$ cat src/sap_pkg.sv
// ----------------------------------------------------------------------------
// sap_pkg - shared types and constants of the stride address predictor
// Table geometry, field widths, request and register codes, entry layout.
// ----------------------------------------------------------------------------
package sap_pkg;

    // Number of table entries; a power of two, so the slot is the low pc bits
    localparam int TABLE_ENTRIES = 64;
    localparam int IDX_W         = (TABLE_ENTRIES > 1) ? $clog2(TABLE_ENTRIES) : 1;

    localparam int ADDR_W    = 64;
    localparam int CONF_W    = 4;
    localparam int SIZE_W    = 8;
    localparam int AHEAD_W   = 8;
    localparam int CFG_IDX_W = 3;

    typedef logic [IDX_W-1:0]  idx_t;
    typedef logic [CONF_W-1:0] conf_t;
    typedef logic [ADDR_W-1:0] addr_t;
    typedef logic [SIZE_W-1:0] size_t;

    // Request codes
    localparam logic REQ_PREDICT = 1'b0;
    localparam logic REQ_UPDATE  = 1'b1;

    // Configuration register indexes
    typedef enum logic [CFG_IDX_W-1:0] {
        CFG_THRESHOLD  = 3'd0,
        CFG_UP_STEP    = 3'd1,
        CFG_DOWN_STEP  = 3'd2,
        CFG_SATURATION = 3'd3,
        CFG_INIT_CONF  = 3'd4
    } cfg_idx_t;

    typedef struct packed {
        conf_t threshold;
        conf_t up_step;
        conf_t down_step;
        conf_t saturation;
        conf_t init_conf;
    } cfg_t;

    localparam cfg_t CFG_RESET = '{
        threshold:  4'd2,
        up_step:    4'd1,
        down_step:  4'd1,
        saturation: 4'd3,
        init_conf:  4'd1
    };

    // Payload of one table entry (valid bits live in flops beside it)
    typedef struct packed {
        addr_t tag;
        addr_t last_addr;
        addr_t stride;
        conf_t conf;
        size_t size;
    } entry_t;

    function automatic idx_t slot_of(input addr_t pc_val);
        slot_of = idx_t'(pc_val % TABLE_ENTRIES);
    endfunction

endpackage

$ cat src/sap_cfg_regs.sv
// ----------------------------------------------------------------------------
// sap_cfg_regs - configuration register file
// Five 4-bit registers; writes to unknown indexes are dropped.
// ----------------------------------------------------------------------------
module sap_cfg_regs (
    input  logic                         clk,
    input  logic                         rst_n,
    input  logic                         wr_en,
    input  logic [sap_pkg::CFG_IDX_W-1:0] wr_index,
    input  sap_pkg::conf_t               wr_data,
    output sap_pkg::cfg_t                cfg
);
    import sap_pkg::*;

    cfg_t cfg_reg;
    cfg_t cfg_next;

    always_comb
    begin
        cfg_next = cfg_reg;
        if (wr_en)
        begin
            unique case (wr_index)
                CFG_THRESHOLD:  cfg_next.threshold  = wr_data;
                CFG_UP_STEP:    cfg_next.up_step    = wr_data;
                CFG_DOWN_STEP:  cfg_next.down_step  = wr_data;
                CFG_SATURATION: cfg_next.saturation = wr_data;
                CFG_INIT_CONF:  cfg_next.init_conf  = wr_data;
                default:        cfg_next = cfg_reg;
            endcase
        end
    end

    always_ff @(posedge clk or negedge rst_n)
    begin
        if (!rst_n)
        begin
            cfg_reg <= CFG_RESET;
        end
        else
        begin
            cfg_reg <= cfg_next;
        end
    end

    assign cfg = cfg_reg;

endmodule

$ cat config.mk
export PLATFORM = sky130hd
export DESIGN_NAME = sap_cfg_regs
export DESIGN_NICKNAME = d
export VERILOG_FILES = /design/src/sap_pkg.sv /design/src/sap_cfg_regs.sv
export SDC_FILE = /design/constraint.sdc
export NUM_CORES = 1
export LEC_CHECK = 0
export BUFFER_PORTS_ARGS = -buffer_cell sky130_fd_sc_hd__buf_2
export CAP_MARGIN = 20
export CORE_MARGIN = 2
export CORE_UTILIZATION = 46
export CTS_CLUSTER_SIZE = 24
export DETAILED_ROUTE_END_ITERATION = 7
export PLACE_DENSITY = 0.75
export SLEW_MARGIN = 15
export SYNTH_ARGS = -nofsm -noshare
export SYNTH_HDL_FRONTEND = slang
export SYNTH_SLANG_ARGS = --single-unit
$ cat constraint.sdc
create_clock -name clk -period 1.1 [get_ports clk]
set_clock_uncertainty 0.2 [all_clocks]
set_input_delay 0.11 -clock clk [delete_from_list [all_inputs] [get_ports clk]]
set_output_delay 0.11 -clock clk [all_outputs]
set_load 0.02 [all_outputs]
==> flow_summary.yaml <==
cells_and_area:
  fill_cells: 118
  fin_nets: 100
  final_area_sq_um: 1250
  syn2layout_area_growth_pct: 53.3
  drive_gt1_share_pct: 77.5
  largest_reg_flops: 20
  final_cells: 106
  layout_commonest_cell: "buf_6"
  diodes: 0
  layout_common_cells: "22 x buf_6, 19 x mux2_2, 14 x dfrtp_1"
timing:
  tightest_slew_ps: 445
  slew_viol_final: 0
  hold_viol_final: 0
  fin_ws_ps: -193
  setup_viol: 22
  grt_setup_unrepaired: "yes"
  fin_crit_sh_pct: 118
  fmax_mhz: 773
  relSlewSlack_pct: 70.3
  min_period_ps: 1290
power_and_ir_drop:
  seqPwrFrac_pct: 44.3
  p_int_mw: 1.65
  p_sw_share_pct: 30.7
  comb_power_share_pct: 37.5
  p_leak_nw: 0.564
  power_frac_clock_pct: 18.2
  pwr_density_cell_nw_per_um2: 1910
  power_mw: 2.38
  peakVddDrop_v: 0.00146
  p_switching_mw: 0.732
critical_path:
  rrSetupSlack_ps: -60
  cpPeakStageDelay_ps: 560
  crit_family: "flip-flops"
  cp-end-kind: "primary output"
  cp_cell_sequence: "buf_6"
  rr_worst_depth: 3
  critical_path_required_ps: 790
  start_kind: "flop"
  crit_path_max_fanout: 2
  crit_type: "reg -> out"
  cp_num_buf_inv: 1
  rr_startpoint: "cfg[0]"
  critPathSlowestCell: "dfstp_2"
  r2r-end: "cfg[0]"
  arrival_ps: 980
die:
  ios: 30
  die_y_um: 46.1
  dieArea_sq_um: 2120
  core_area_sq_um: 1690
  die_w_um: 46.1
  std_cell_rows: 15
  initial_utilization_pct: 48.2
yosys:
  yosysWarnings: 0
  muxShareOfSynthArea_pct: 27.6
  synth.distinct_cells: 6
  synthCells: 45
  yosysSeqAreaShare_pct: 62.4
  synth_fa_ha_area_share_pct: 0
  synthSimpleGateAreaFrac_pct: 9.98
  synthXorXnorAreaFrac_pct: 0
  avgSynthCellArea_sq_um: 18.1
  synth_compound_area_share_pct: 0
  ys_ff_latch: 20
  syn_nets: 55
  synth_area_sq_um: 815
  synth_top_family_by_area: "multiplexers"
clocking:
  htree_levels: 1
  cts_tree: "done"
  cts.clk_slew.worst_paths_ps: 120
  cts_root_buf: "clkbuf_4"
  numCtsBuffers: 3
  clk-insertion-delay-late_ps: 300
  cts.sinks: 20
  clk_path_buf_depth: 2
hold_path:
  hold_start: "wr_index[2]"
  hold_path_class: "in -> reg"
  hold_path_end: "cfg[18]"
  holdPathStages: 3
placement:
  place.gp.congestion: 0.710
  io_buffers: 29
  placedCellCount: 92
  place_area_sq_um: 988
  pre_cts_slack_ps: -262
global_routing:
  grt_start_max_net_pins: 21
  antenna_found_initial: 0
  first_global_vias: 563
  grt_pass1_wl_mm: 2.80
  grt.total_usage_pct: 20.1
  grt_overflow_total: 0
detailed_routing:
  vias: 563
  drt_wl_total_mm: 1.85
  via_per_inst: 5.31
  drt-pass1-iter-count: 3
  wl_per_cell_um: 17.5
  ant_nets: 0
  drc: 0
  drt_iter0_markers: 10
flow_run:
  maxCapViolCount: 0
run_status:
  status: "complete, but fails checks"
  violations: "negative setup slack"
[cells in the mapped netlist (all sizes together)]
master | instances | area share [%]
and4bb | 3 | 6.0
dfrtp | 14 | 43
dfstp | 6 | 19
mux2 | 20 | 28
nand4b | 1 | 1.1
nor4b | 1 | 2.9
[cells by family after synthesis]
family and Yosys count:
AND/OR/NAND/NOR 5, multiplexers 20, flip-flops 20
[stage by stage]
stage	hold slack, ps	utilization [%]	TNS (ps)
2_1_floorplan	-386	-	-99.0
3_3_place_gp	-128	58.5	-3040
3_5_place_dp	-125	58.5	-3410
4_1_cts	56.1	72.4	-1850
5_1_grt	42.7	73.9	-2670
6_report	44.1	73.9	-2010
[worst register-to-register path, stage by stage (launching register included)]
cell     delay (ps)
dfstp_2         400
buf_4           130
buf_4           120
mux2_2          250
[power groups by stage]
stage	registers (mW)	logic [mW]	clock network [mW]
2_1_floorplan	1.23	0.163	0
3_3_place_gp	1.01	0.599	0
3_5_place_dp	1.02	0.610	0
4_1_cts	1.05	0.852	0.432
5_1_grt	1.08	0.942	0.462
6_report	1.06	0.894	0.435
[area by class of cell]
| class | instances | area (sq um) | share of cell area, % |
|---|---|---|---|
| sequential | 20 | 508 | 40.7 |
| timing repair buffer | 40 | 373 | 29.9 |
| multi-input combinational | 25 | 310 | 24.8 |
| clock buffer | 4 | 36.3 | 2.91 |
| tap | 17 | 21.3 | 1.70 |
[per-layer routing]
metal,global-route usage (%),share of wire [%],vias up
met3,5.49,4.6,5
met2,30.8,50,22
met4,10.3,1.4,0
li1,-,-,255
met5,0,0,-
met1,25.9,44,281
[how the worst max path moves through the flow]
stage / start / endpoint / cells after the start
6_report: cfg[12] / cfg[12] / 1
5_1_grt: cfg[5] / cfg[5] / 1
4_1_cts: cfg[17] / cfg[17] / 1
3_5_place_dp: wr_index[0] / cfg[16] / 3
3_3_place_gp: wr_index[0] / cfg[16] / 3
2_1_floorplan: wr_index[0] / cfg[16] / 2
[timing repair]
action | 4_1_cts | 5_1_grt
gates resized for setup | 40 | 3
hold endpoints to repair | 40 | 0
setup buffers | 3 | 2
hold buffers | 5 | 0
endpoints found under the setup margin | 20 | 22
Note: power is estimated with default switching activity, not from simulation.
