<file path="src/sap_pkg.sv">
// ----------------------------------------------------------------------------
// sap_pkg - shared types and constants of the stride address predictor
// Table geometry, field widths, request and register codes, entry layout.
// ----------------------------------------------------------------------------
package sap_pkg;

    // Number of table entries; a power of two, so the slot is the low pc bits
    localparam int TABLE_ENTRIES = 64;
    localparam int IDX_W         = (TABLE_ENTRIES > 1) ? $clog2(TABLE_ENTRIES) : 1;

    localparam int ADDR_W    = 64;
    localparam int CONF_W    = 4;
    localparam int SIZE_W    = 8;
    localparam int AHEAD_W   = 8;
    localparam int CFG_IDX_W = 3;

    typedef logic [IDX_W-1:0]  idx_t;
    typedef logic [CONF_W-1:0] conf_t;
    typedef logic [ADDR_W-1:0] addr_t;
    typedef logic [SIZE_W-1:0] size_t;

    // Request codes
    localparam logic REQ_PREDICT = 1'b0;
    localparam logic REQ_UPDATE  = 1'b1;

    // Configuration register indexes
    typedef enum logic [CFG_IDX_W-1:0] {
        CFG_THRESHOLD  = 3'd0,
        CFG_UP_STEP    = 3'd1,
        CFG_DOWN_STEP  = 3'd2,
        CFG_SATURATION = 3'd3,
        CFG_INIT_CONF  = 3'd4
    } cfg_idx_t;

    typedef struct packed {
        conf_t threshold;
        conf_t up_step;
        conf_t down_step;
        conf_t saturation;
        conf_t init_conf;
    } cfg_t;

    localparam cfg_t CFG_RESET = '{
        threshold:  4'd2,
        up_step:    4'd1,
        down_step:  4'd1,
        saturation: 4'd3,
        init_conf:  4'd1
    };

    // Payload of one table entry (valid bits live in flops beside it)
    typedef struct packed {
        addr_t tag;
        addr_t last_addr;
        addr_t stride;
        conf_t conf;
        size_t size;
    } entry_t;

    function automatic idx_t slot_of(input addr_t pc_val);
        slot_of = idx_t'(pc_val % TABLE_ENTRIES);
    endfunction

endpackage

</file>
<file path="src/sap_predict.sv">
// ----------------------------------------------------------------------------
// sap_predict - prediction datapath and result register
// Stride times run-ahead into a product stage, then the add into the output.
// ----------------------------------------------------------------------------
module sap_predict (
    input  logic                       clk,
    input  logic                       rst_n,
    input  logic                       req_valid,
    output logic                       req_ready,
    input  logic                       entry_valid,
    input  logic                       stride_valid,
    input  sap_pkg::entry_t            entry,
    input  logic [sap_pkg::AHEAD_W-1:0] run_ahead,
    input  sap_pkg::conf_t             threshold,
    output logic                       out_valid,
    input  logic                       out_stall,
    output sap_pkg::addr_t             predicted_addr,
    output sap_pkg::size_t             packet_size_out,
    output logic                       prediction_made
);
    import sap_pkg::*;

    addr_t stride_eff;
    addr_t product;
    logic  made;
    logic  out_take;

    logic  mul_valid_reg;
    addr_t mul_prod_reg;
    addr_t mul_last_reg;
    logic  mul_made_reg;
    size_t mul_size_reg;

    logic  out_valid_reg;
    addr_t out_addr_reg;
    size_t out_size_reg;
    logic  out_made_reg;

    assign stride_eff = stride_valid ? entry.stride : '0;
    assign product    = stride_eff * ADDR_W'(run_ahead);
    assign made       = entry_valid && (entry.conf >= threshold);

    assign out_take  = !out_valid_reg || !out_stall;
    assign req_ready = !mul_valid_reg || out_take;

    always_ff @(posedge clk or negedge rst_n)
    begin
        if (!rst_n)
        begin
            mul_valid_reg <= 1'b0;
            out_valid_reg <= 1'b0;
        end
        else
        begin
            if (req_ready)
            begin
                mul_valid_reg <= req_valid;
            end
            if (out_take)
            begin
                out_valid_reg <= mul_valid_reg;
            end
        end
    end

    always_ff @(posedge clk)
    begin
        if (req_ready && req_valid)
        begin
            mul_prod_reg <= product;
            mul_last_reg <= entry.last_addr;
            mul_made_reg <= made;
            mul_size_reg <= entry_valid ? entry.size : '0;
        end
        if (out_take && mul_valid_reg)
        begin
            out_addr_reg <= mul_made_reg ? (mul_last_reg + mul_prod_reg) : '0;
            out_size_reg <= mul_size_reg;
            out_made_reg <= mul_made_reg;
        end
    end

    assign out_valid       = out_valid_reg;
    assign predicted_addr  = out_addr_reg;
    assign packet_size_out = out_size_reg;
    assign prediction_made = out_made_reg;

endmodule

</file>
<file path="config.mk">
export PLATFORM = sky130hd
export DESIGN_NAME = sap_predict
export DESIGN_NICKNAME = d
export VERILOG_FILES = /design/src/sap_pkg.sv /design/src/sap_predict.sv
export SDC_FILE = /design/constraint.sdc
export NUM_CORES = 1
export LEC_CHECK = 0
export BUFFER_PORTS_ARGS = -buffer_cell sky130_fd_sc_hd__buf_2
export CAP_MARGIN = 0
export CORE_MARGIN = 3
export CORE_UTILIZATION = 56
export CTS_BUF_LIST = sky130_fd_sc_hd__clkbuf_2
export DETAILED_ROUTE_END_ITERATION = 8
export PLACE_DENSITY = 0.87
export SLEW_MARGIN = 10
export SYNTH_ARGS = -nofsm -noshare
export SYNTH_HDL_FRONTEND = slang
export SYNTH_SLANG_ARGS = --single-unit
</file>
<file path="constraint.sdc">
create_clock -name clk -period 6.3 [get_ports clk]
set_input_delay 1.26 -clock clk [delete_from_list [all_inputs] [get_ports clk]]
set_output_delay 1.26 -clock clk [all_outputs]
set_load 0.05 [all_outputs]
</file>
==> results.sh <==
export IMPL_status="finished, final reports clean"
export IMPL_fmax_mhz=168
export IMPL_critical_path_startpoint_type="input port"
export IMPL_fin_setup_tns_ns=0
export IMPL_grt_pass1_wl_mm=114
export IMPL_hp_class="input port to asynchronous set/reset pin"
export IMPL_dr_pass1_iters=6
export IMPL_clkLatencyLatePin_ns=0.85
export IMPL_p_total_mw=9.67
export IMPL_final_cells=3647
export IMPL_initial_utilization_pct=57.3
export IMPL_drt_iter0_markers=1971
export IMPL_yosys_most_used_dff="edfxtp_1"
export IMPL_final_setup_worst_slack_ns=0.345
export IMPL_area_growth_pct=15.8
export IMPL_dieArea_um2=48400
export IMPL_gp_congestion=1.00
export IMPL_maxSlewHeadroom_pct=38.4
export IMPL_port_buffers=232
export IMPL_drc_errors=0
export IMPL_crit_fanout=21
export IMPL_utilization_pct=66.4
export IMPL_cts_path_max_buffers=3
export IMPL_drive_gt1_share_pct=19.8
export IMPL_die_h_um=220
export IMPL_cts_buffers=47
export IMPL_yosysMostFrequentCell="and3_1"
export IMPL_clock_power_share_pct=9.2
export IMPL_ys_ff_latch=212
export IMPL_io_pins=297
export IMPL_grt_pass1_vias=21987
export IMPL_die_w_um=220
export IMPL_place_inst=3556
export IMPL_core_area_um2=44700
export IMPL_hold_slack_ns=0.175
export IMPL_netlist_top_cells_area="fa_1 (27%), edfxtp_1 (25%), and3_1 (9.8%)"
export IMPL_synth_top_area_cell="fa_1"
export IMPL_synth_common_cells="and3_1 (403), fa_1 (349), inv_1 (293), edfxtp_1 (210), nand2_1 (193)"
export IMPL_power_frac_comb_pct=68.1
export IMPL_finalInstanceArea_um2=29700
export IMPL_post_synth_cell_area_avg_um2=9.83
export IMPL_yosysWarnings=0
export IMPL_dp_slack_ns=-0.364
export IMPL_netlist_area_um2=25600
export IMPL_max_vdd_ir_drop_v=0.000230
export IMPL_fin_crit_sh_pct=94.5
export IMPL_ctsHoldBuffers=0
export IMPL_antenna_found_initial=7
export IMPL_fin_skew_ns=0.0556
export IMPL_clock_root_buffer="clkbuf_2"
export IMPL_gr_usage_all_layers_pct=29.6
export IMPL_end_kind="register"
export IMPL_pwr_share_seq_pct=22.7
export IMPL_netlist_cell_type_count=81
export IMPL_p_int_mw=5.16
export IMPL_synth_top_area_share_pct=27.3
export IMPL_post_cts_buffers=0
export IMPL_powerDensity_nw_per_um2=326
export IMPL_ant_nets=0
export IMPL_syn_inst=2607
export IMPL_synth_edf_count=210
export IMPL_overflow=0
export IMPL_yosysSeqAreaShare_pct=24.8
export IMPL_cp_arrival_ns=6.53
export IMPL_critPathKind="input port to register"
export IMPL_synth_async_reset_ratio_pct=0.943
export IMPL_tightestPinTransition_ns=0.924
export IMPL_cts_resized=0
export IMPL_synth_nets=3317
export IMPL_vias_per_cell=5.96
export IMPL_htree_levels=2
export IMPL_wl_per_cell_um=19.6
export IMPL_clk_pin_slew_ns=0.13
export IMPL_grt_max_degree=94
export IMPL_finalNetCount=3724
export IMPL_cp_data_required_time_ns=6.88
export IMPL_period_minus_slack_ns=5.95
export IMPL_rsz0062_at_grt="no"
export IMPL_hold_viol_final=0
export IMPL_dr_total_vias=21754
export IMPL_placed_area_um2=29200
export IMPL_switching_share_pct=46.6
export IMPL_drt_wl_total_mm=71.6
export IMPL_cts_tree="done"
export IMPL_dp_hpwl_mm=57.5
export IMPL_finalSetupViolCount=0
export IMPL_power_switching_mw=4.51
export IMPL_p_leak_nw=15.1
export IMPL_drv_cap=0
export IMPL_cts_num_sinks=212
export IMPL_slew_viol_final=0
export IMPL_rows=77
==> final timing paths <==
path / slack [ns] / from / cells after the start / to
setup / recovery: 0.35 / run_ahead[3] / 18 / mul_prod_reg[54]$_DFFE_PP_
hold / removal: 0.17 / rst_n / 1 / out_valid$_DFFE_PN0P_
setup reg to reg: 2.71 / mul_last_reg[26]$_DFFE_PP_ / 9 / predicted_addr[63]$_SDFFCE_PN0P_
hold reg to reg: 0.43 / mul_size_reg[2]$_SDFFCE_PN0P_ / 0 / packet_size_out[2]$_DFFE_PP_
max in group asynchronous: 6.01 / rst_n / 1 / mul_valid_reg$_DFFE_PN0N_
min in group clk: 0.43 / mul_size_reg[2]$_SDFFCE_PN0P_ / 0 / packet_size_out[2]$_DFFE_PP_
==> critical path, cell delays in order <==
cell and delay [ns]:
buf_2 0.42, buf_12 0.20, buf_4 0.17, and3_1 0.19, fa_1 0.45, fa_1 0.56, fa_1 0.43, fa_1 0.52
ha_1 0.36, a21oi_1 0.22, o21ai_0 0.17, nand3_1 0.12, a21oi_1 0.09, or4b_2 0.65, o211ai_1 0.24, a21bo_2 0.22
o21ai_0 0.11, xor2_1 0.16
==> power by group through the flow <==
| stage | combinational, mW | clock, mW | sequential (mW) |
|---|---|---|---|
| after detailed placement | 6.44 | 0 | 2.23 |
| after CTS | 6.48 | 0.914 | 2.20 |
| final | 6.59 | 0.886 | 2.20 |
| after global routing | 7.23 | 0.974 | 2.22 |
| after global placement | 6.26 | 0 | 2.23 |
| after floorplan | 3.94 | 0 | 2.54 |
==> layout make-up <==
cell class              count  area [um2]
diodes                      6        15.0
clock buffers              59         295
clock inverters            25         155
fillers                  3509       15000
inverters                 294        1100
multi-input cells        1957       17600
flip-flops and latches    212        6360
well taps                 592         741
repair buffers            502        3400
==> cells by family (layout without fill, tap and decap cells) <==
| group | after synthesis | after routing | share of synthesized area (%) |
|---|---|---|---|
| adders and majority gates | 488 | 488 | 34.1 |
| DFF | 212 | 212 | 24.8 |
| buffers and inverters | 438 | 880 | 6.63 |
| xor gates and xnor gates | 109 | 109 | 3.73 |
| other | 0 | 6 | 0 |
| muxes | 4 | 4 | 0.156 |
| and+or+nand+nor | 886 | 886 | 18.6 |
| AOI/OAI and AO/OA | 470 | 470 | 12.0 |
==> layout by cell type (no fill, tap or decap), types with 6 or more instances in the layout <==
cell type,count
buf_12,15
diode_2,6
nand4_1,34
and3_1,403
nand2b_1,11
inv_1,293
o21ai_0,78
ha_1,139
nor3_1,31
o21bai_1,22
xnor2_1,72
buf_2,231
edfxtp_1,210
a211oi_1,17
clkbuf_2,59
clkinv_1,16
or2_2,6
nor2b_1,12
o31ai_1,11
and2_1,18
nand2_1,193
a31oi_1,9
xor2_1,37
a21o_1,74
buf_4,254
a21oi_1,152
nor3b_1,6
o21a_1,18
nand3_1,34
fa_1,349
clkinv_2,7
o211ai_1,13
nor2_1,110
==> per-layer routing <==
metal | vias to the layer above | part of all wire, % | GRT usage (%)
met5 | - | 0.018 | 0
met4 | 2 | 2.8 | 9.47
met3 | 157 | 10 | 5.07
met2 | 1163 | 47 | 48.1
met1 | 10548 | 41 | 40.8
li1 | 9884 | - | -
Note: power is estimated with default switching activity, not from simulation.
