$ cat src/sap_pkg.sv
// ----------------------------------------------------------------------------
// sap_pkg - shared types and constants of the stride address predictor
// Table geometry, field widths, request and register codes, entry layout.
// ----------------------------------------------------------------------------
package sap_pkg;

    // Number of table entries; a power of two, so the slot is the low pc bits
    localparam int TABLE_ENTRIES = 64;
    localparam int IDX_W         = (TABLE_ENTRIES > 1) ? $clog2(TABLE_ENTRIES) : 1;

    localparam int ADDR_W    = 64;
    localparam int CONF_W    = 4;
    localparam int SIZE_W    = 8;
    localparam int AHEAD_W   = 8;
    localparam int CFG_IDX_W = 3;

    typedef logic [IDX_W-1:0]  idx_t;
    typedef logic [CONF_W-1:0] conf_t;
    typedef logic [ADDR_W-1:0] addr_t;
    typedef logic [SIZE_W-1:0] size_t;

    // Request codes
    localparam logic REQ_PREDICT = 1'b0;
    localparam logic REQ_UPDATE  = 1'b1;

    // Configuration register indexes
    typedef enum logic [CFG_IDX_W-1:0] {
        CFG_THRESHOLD  = 3'd0,
        CFG_UP_STEP    = 3'd1,
        CFG_DOWN_STEP  = 3'd2,
        CFG_SATURATION = 3'd3,
        CFG_INIT_CONF  = 3'd4
    } cfg_idx_t;

    typedef struct packed {
        conf_t threshold;
        conf_t up_step;
        conf_t down_step;
        conf_t saturation;
        conf_t init_conf;
    } cfg_t;

    localparam cfg_t CFG_RESET = '{
        threshold:  4'd2,
        up_step:    4'd1,
        down_step:  4'd1,
        saturation: 4'd3,
        init_conf:  4'd1
    };

    // Payload of one table entry (valid bits live in flops beside it)
    typedef struct packed {
        addr_t tag;
        addr_t last_addr;
        addr_t stride;
        conf_t conf;
        size_t size;
    } entry_t;

    function automatic idx_t slot_of(input addr_t pc_val);
        slot_of = idx_t'(pc_val % TABLE_ENTRIES);
    endfunction

endpackage

$ cat src/sap_learn.sv
// ----------------------------------------------------------------------------
// sap_learn - update rule for one entry
// Allocates on empty or tag mismatch, otherwise trains stride and confidence.
// ----------------------------------------------------------------------------
module sap_learn (
    input  logic            entry_valid,
    input  logic            stride_valid,
    input  sap_pkg::entry_t cur,
    input  sap_pkg::addr_t  pc,
    input  sap_pkg::addr_t  real_addr,
    input  sap_pkg::size_t  access_size,
    input  sap_pkg::cfg_t   cfg,
    output sap_pkg::entry_t nxt,
    output logic            nxt_stride_valid
);
    import sap_pkg::*;

    addr_t         guess;
    logic [CONF_W:0] up_sum;
    conf_t         conf_trained;

    assign guess  = cur.last_addr + cur.stride;
    assign up_sum = {1'b0, cur.conf} + {1'b0, cfg.up_step};

    always_comb
    begin
        priority if (guess == '0)
        begin
            conf_trained = cur.conf;
        end
        else if (guess == real_addr)
        begin
            // clamp also pulls an over-saturated count down
            conf_trained = (up_sum > {1'b0, cfg.saturation}) ?
                           cfg.saturation : up_sum[CONF_W-1:0];
        end
        else
        begin
            conf_trained = (cfg.down_step > cur.conf) ?
                           '0 : conf_t'(cur.conf - cfg.down_step);
        end
    end

    always_comb
    begin
        if (!entry_valid || (cur.tag != pc))
        begin
            nxt.tag          = pc;
            nxt.last_addr    = real_addr;
            nxt.stride       = '0;
            nxt.conf         = cfg.init_conf;
            nxt.size         = access_size;
            nxt_stride_valid = 1'b0;
        end
        else
        begin
            nxt.tag          = cur.tag;
            nxt.last_addr    = real_addr;
            nxt.stride       = real_addr - cur.last_addr;
            nxt.conf         = stride_valid ? conf_trained : cur.conf;
            nxt.size         = cur.size;
            nxt_stride_valid = 1'b1;
        end
    end

endmodule

$ cat config.mk
export PLATFORM = sky130hd
export DESIGN_NAME = sap_learn
export DESIGN_NICKNAME = d
export VERILOG_FILES = /design/src/sap_pkg.sv /design/src/sap_learn.sv
export SDC_FILE = /design/constraint.sdc
export NUM_CORES = 1
export LEC_CHECK = 0
export BUFFER_PORTS_ARGS = -buffer_cell sky130_fd_sc_hd__buf_4
export CAP_MARGIN = 20
export CORE_AREA = 3 3 219 221
export DETAILED_ROUTE_END_ITERATION = 7
export DIE_AREA = 0 0 222 224
export PLACE_DENSITY = 0.45
export SYNTH_ARGS = -nofsm -noshare
export SYNTH_HDL_FRONTEND = slang
export SYNTH_SLANG_ARGS = --single-unit
export TNS_END_PERCENT = 50
$ cat constraint.sdc
create_clock -name vclk -period 8
set_input_delay 1.6 -clock vclk [all_inputs]
set_output_delay 1.6 -clock vclk [all_outputs]
set_load 0.03 [all_outputs]
==> impl_results.md, run 1 <==
- F_max: 129 MHz
- CP Data Required Time: 6.40 ns
- IO Pins: 567
- Global Route met2 Usage: 49.9%
- Sequential cells: 0
- Worst-Margin Slew: 0.853 ns
- GR Layer Usage met1: 28.4%
- Global-route wire length before repair: 97800 um
- Max-slew violations: 0
- Min Tclk post-route: 7.77 ns
- Vias post-DR: 15100
- Max Cap Viol: 0
- Crit Path Max Fanout: 4
- Commonest non-fill, non-tap cells in the layout: buf_4 (649), nor2_1 (161), nand2_1 (155)
- Starting Density: 25.8%
- Setup TNS: 0 ns
- Initial antenna violation count: 9
- Die area: 49700 um^2
- Syn_nets: 2325
- Critical Path End Type: primary output
- CP Class: input pin to primary output
- Period utilisation layout: 97.1%
- Die Height: 224 um
- Final estimated routing congestion in global placement: 0.977
- Dpl hpwl: 62300 um
- DRT Wirelength: 68500 um
- Core area: 46400 um^2
- Crit start category: input pin
- All-Layer GR Usage: 25.7%
- CP arrival: 6.17 ns
- Layout cells sized above 1: 30.5%
- Via/cell ratio: 5.22
- Mapped Cells: 1821
- WL/cell: 23.6 um
- Busiest grt layer: met2
- Syn. warnings: 0
- PortBufs: 563
- Fillers: 5063
- # DRC: 0
- Crit path from: cur[14]
- Largest net degree at the start of global routing: 39
- RSZ-0062 raised after global routing: no
- Pleak: 8.00 nW
- Final setup violating endpoints: 0
- Post-DRT Antenna Nets: 0
- Share of the yosys chip area belonging to registers: 0%
- Cell Area, Synth: 12000 um^2
- Vias in the first global route: 15200
- Status: completed
- Most common cell after layout, fill and taps aside: buf_4
- Gr ovfl total: 0
- Overall power: 1.41 mW
- Power Density: 84.5 nW/um^2
- M3 GR Usage: 3.53%
- Final nets: 2793
- Min-delay src: pc[7]
- Register area: 0 um^2
- Drt initial violations: 747
- Final Hold Fails: 0
- Area grow syn2layout: 39.2%
- Library cells used by synthesis: 92
- Slew HR: 42.5%
- Syn avg cell area: 6.56 um^2
- Die Wd: 222 um
- Hold Crit Class: input pin to primary output
- Clock Buffer Count: 0
- Row count: 79
- Area occupied by multi-input gates: 10500 um^2
- Worst vdd ir: 0.0000380 V
- TritonRoute pass-1 iters: 5
power breakdown:
group | internal [mW] | switching [mW]
logic | 0.593 | 0.813
registers | 0 | 0
clock network | 0.0000000841 | 0
total | 0.593 | 0.813
path summary, 6_finish.rpt:
kind | cells after the start | slack [ns] | end
worst max-delay path | 17 | 0.23 | nxt[9]
worst min-delay path | 2 | 3.43 | nxt[147]
layer usage:
| metal | share of wire [%] | up-vias |
|---|---|---|
| met2 | 53 | 512 |
| met4 | 3.9 | 8 |
| met1 | 38 | 7114 |
| li1 | - | 7410 |
| met5 | 0.060 | - |
| met3 | 5.1 | 92 |
timing repair:
| action | in CTS | in global routing |
|---|---|---|
| gates resized for setup | 0 | 3 |
| setup buffers | 0 | 1 |
| hold buffers | 0 | 0 |
| setup endpoints to repair | 0 | 4 |
cell families after synthesis:
logic type | synth area share, %
XOR/XNOR | 16.3
AND/OR/NAND/NOR | 24.5
buffers and inverters | 12.0
AO/OA/AOI/OAI | 31.0
adder cells (fa/ha/maj) | 15.1
multiplexers | 1.14
cell usage after synthesis, types with 12 or more instances:
cell type | number | area, um^2
buf_2 | 22 | 110
ha_1 | 138 | 1730
o21bai_1 | 25 | 188
a31oi_1 | 18 | 113
nor4_1 | 24 | 150
nand2b_1 | 18 | 113
o211ai_1 | 17 | 128
clkbuf_1 | 91 | 342
xnor2_1 | 111 | 972
or3_1 | 13 | 81.3
o21a_1 | 20 | 150
inv_1 | 121 | 454
o21ai_1 | 12 | 60.1
buf_4 | 67 | 503
nor2b_1 | 25 | 156
nand4_1 | 49 | 307
a21o_1 | 65 | 488
nand2_1 | 155 | 582
nand3_1 | 26 | 130
a21oi_1 | 154 | 771
a211oi_1 | 15 | 113
xor2_1 | 106 | 928
o21ai_0 | 95 | 475
nor3_1 | 45 | 225
nor2_1 | 161 | 604
critical path, stage by stage:
cell and delay [ns]:
buf_4 0.11, ha_1 0.34, buf_4 0.17, a21oi_1 0.14, a31oi_1 0.19, or3_1 0.37, o311ai_0 0.49, mux2_2 0.40
a211oi_1 0.27, nand4_1 0.15, or4_1 0.58, a2111oi_2 0.41, and4_1 0.29, buf_4 0.17, mux2i_1 0.22, o21ai_1 0.09
buf_4 0.17
final cells by class:
type / instances / share of cell area, %
inverter: 121 / 2.73
antenna: 5 / 0.0752
tap: 607 / 4.57
timing repair buffer: 649 / 29.3
multi-input combinational: 1517 / 63.3
per-stage QoR:
step	util (%)	hold slack (ns)	cell area [um^2]	setup WS (ns)	std cells
6_report	35.9	3.43	16600	0.233	2899
5_1_grt	35.9	3.44	16600	0.0123	2898
4_1_cts	35.8	3.43	16600	0.103	2893
3_5_place_dp	35.8	3.43	16600	0.131	2893
3_3_place_gp	35.8	3.43	16600	0.204	2893
2_1_floorplan	-	3.33	12000	1.05	1821
(Power assumes the default switching activity.)
==> run 2: changes to the inputs <==
--- a/config.mk
+++ b/config.mk
@@ -7,10 +7,13 @@
 export LEC_CHECK = 0
 export BUFFER_PORTS_ARGS = -buffer_cell sky130_fd_sc_hd__buf_4
 export CAP_MARGIN = 20
-export CORE_AREA = 3 3 219 221
+export CELL_PAD_IN_SITES_DETAIL_PLACEMENT = 0
+export CELL_PAD_IN_SITES_GLOBAL_PLACEMENT = 1
+export CORE_AREA = 3 3 222 224
 export DETAILED_ROUTE_END_ITERATION = 7
-export DIE_AREA = 0 0 222 224
-export PLACE_DENSITY = 0.45
+export DIE_AREA = 0 0 225 227
+export PLACE_DENSITY = 0.63
+export SETUP_SLACK_MARGIN = 0.05
 export SYNTH_ARGS = -nofsm -noshare
 export SYNTH_HDL_FRONTEND = slang
 export SYNTH_SLANG_ARGS = --single-unit
==> run 2 against run 1 <==
Effect of this change:
- non-clock buffer count grew 18
- clock-buffer cell count is the same
- sequential share of layout area is the same
- hold slack gained 0.0055 ns
- combinational power is essentially flat
- critical path depth grew 3
- design area grew 1.2%
- via count grew 1.1%
- power grew 2.5%
- largest cell class unchanged
==> impl_results.md, run 2 (synthesis gave the netlist of run 1 again) <==
- Initial antenna violation count: 5
- Starting Density: 25.1%
- # DRC: 0
- Fillers: 5308
- Worst vdd ir: 0.0000286 V
- Layout cells sized above 1: 31.2%
- Gr ovfl total: 0
- All-Layer GR Usage: 25.7%
- Hold Crit Class: input pin to primary output
- CP Class: input pin to primary output
- Pleak: 8.10 nW
- Post-DRT Antenna Nets: 0
- Die area: 51100 um^2
- TritonRoute pass-1 iters: 5
- Vias post-DR: 15300
- Busiest grt layer: met2
- PortBufs: 563
- Fin util: 35.4%
- Die Height: 227 um
- Final Hold Fails: 0
- Die Wd: 225 um
- Largest net degree at the start of global routing: 80
- RSZ-0062 raised after global routing: yes
- Core area: 47500 um^2
- Final worst slack: 0.137 ns
- Global-route wire length before repair: 98800 um
- DRT Wirelength: 70500 um
- Min-delay src: pc[41]
- Pre-CTS WS: -0.0196 ns
- Crit start category: input pin
- Clock Buffer Count: 0
- Global Route met2 Usage: 50.1%
- Slew HR: 39.7%
- Placed cells: 2917
- IO Pins: 567
- Critical Path End Type: primary output
- Max-slew violations: 0
- Most common cell after layout, fill and taps aside: buf_4
- M3 GR Usage: 2.97%
- CTS Hold Buffers Added: 0
- Crit Path Max Fanout: 6
- Final nets: 2811
- Vias in the first global route: 15500
- WL/cell: 24.1 um
- CP arrival: 6.26 ns
- Crit path from: cur[16]
- Final estimated routing congestion in global placement: 0.941
- Register area: 0 um^2
- CP Data Required Time: 6.40 ns
- Dpl hpwl: 62900 um
- Commonest non-fill, non-tap cells in the layout: buf_4 (667), nor2_1 (160), nand2_1 (155)
- Period utilisation layout: 98.3%
- Max Cap Viol: 0
- Final cell count without fillers: 2925
- Drt initial violations: 799
- Row count: 80
- GR Layer Usage met1: 27.6%
- Power Density: 85.6 nW/um^2
- Setup TNS: 0 ns
- F_max: 127 MHz
- Min Tclk post-route: 7.86 ns
- Sequential cells: 0
- Status: completed
- Area grow syn2layout: 40.8%
- Overall power: 1.44 mW
- Worst-Margin Slew: 0.904 ns
- Final setup violating endpoints: 0
- Via/cell ratio: 5.23
-- run 2: repair_timing --
action / in CTS / in global routing
setup endpoints to repair: 4 / 8
setup buffers: 0 / 3
pin swaps: 0 / 4
resized for setup: 1 / 9
-- run 2: final cells by class --
type / instances / area [um^2] / area share, %
Inverter: 121 / 454 / 2.70
Multi-Input combinational cell: 1517 / 10600 / 62.9
Tap cell: 615 / 769 / 4.57
Timing Repair Buffer: 667 / 5010 / 29.8
Antenna cell: 5 / 12.5 / 0.0743
-- run 2: worst paths after layout --
| check | to | cells past startpoint |
|---|---|---|
| max | nxt[9] | 20 |
| min | nxt[181] | 2 |
-- run 2: routing by layer --
layer / part of all wire, % / up-vias
met3: 5.4 / 106
li1: - / 7446
met2: 52 / 553
met5: 0 / -
met4: 5.6 / 0
met1: 37 / 7199
-- run 2: where the power goes --
part / switching (mW) / total, mW / leakage (nW) / internal, mW
sequential: 0 / 0 / 0 / 0
combinational: 0.832 / 1.44 / 8.10 / 0.608
clock: 0 / 0.0000000841 / 0.0000317 / 0.0000000840
total: 0.832 / 1.44 / 8.10 / 0.608
-- run 2: stage by stage --
step | hold slack (ns) | instance area (um^2)
global placement | 3.44 | 16700
floorplan | 3.33 | 12000
CTS | 3.44 | 16700
finish | 3.44 | 16800
global route | 3.44 | 16800
detailed placement | 3.44 | 16700
-- run 2: worst max-delay path, stage by stage --
cell	delay, ns
buf_4	0.12
ha_1	0.38
a21o_1	0.21
a2111oi_4	0.04
buf_4	0.16
buf_4	0.14
or4_4	0.56
nand2_1	0.14
xnor2_1	0.22
nand4_1	0.23
a2111oi_0	0.43
nand4bb_1	0.22
or4_1	0.53
nor4_4	0.32
buf_4	0.17
a31oi_1	0.08
buf_4	0.17
o31a_1	0.23
o21ai_1	0.10
buf_4	0.19
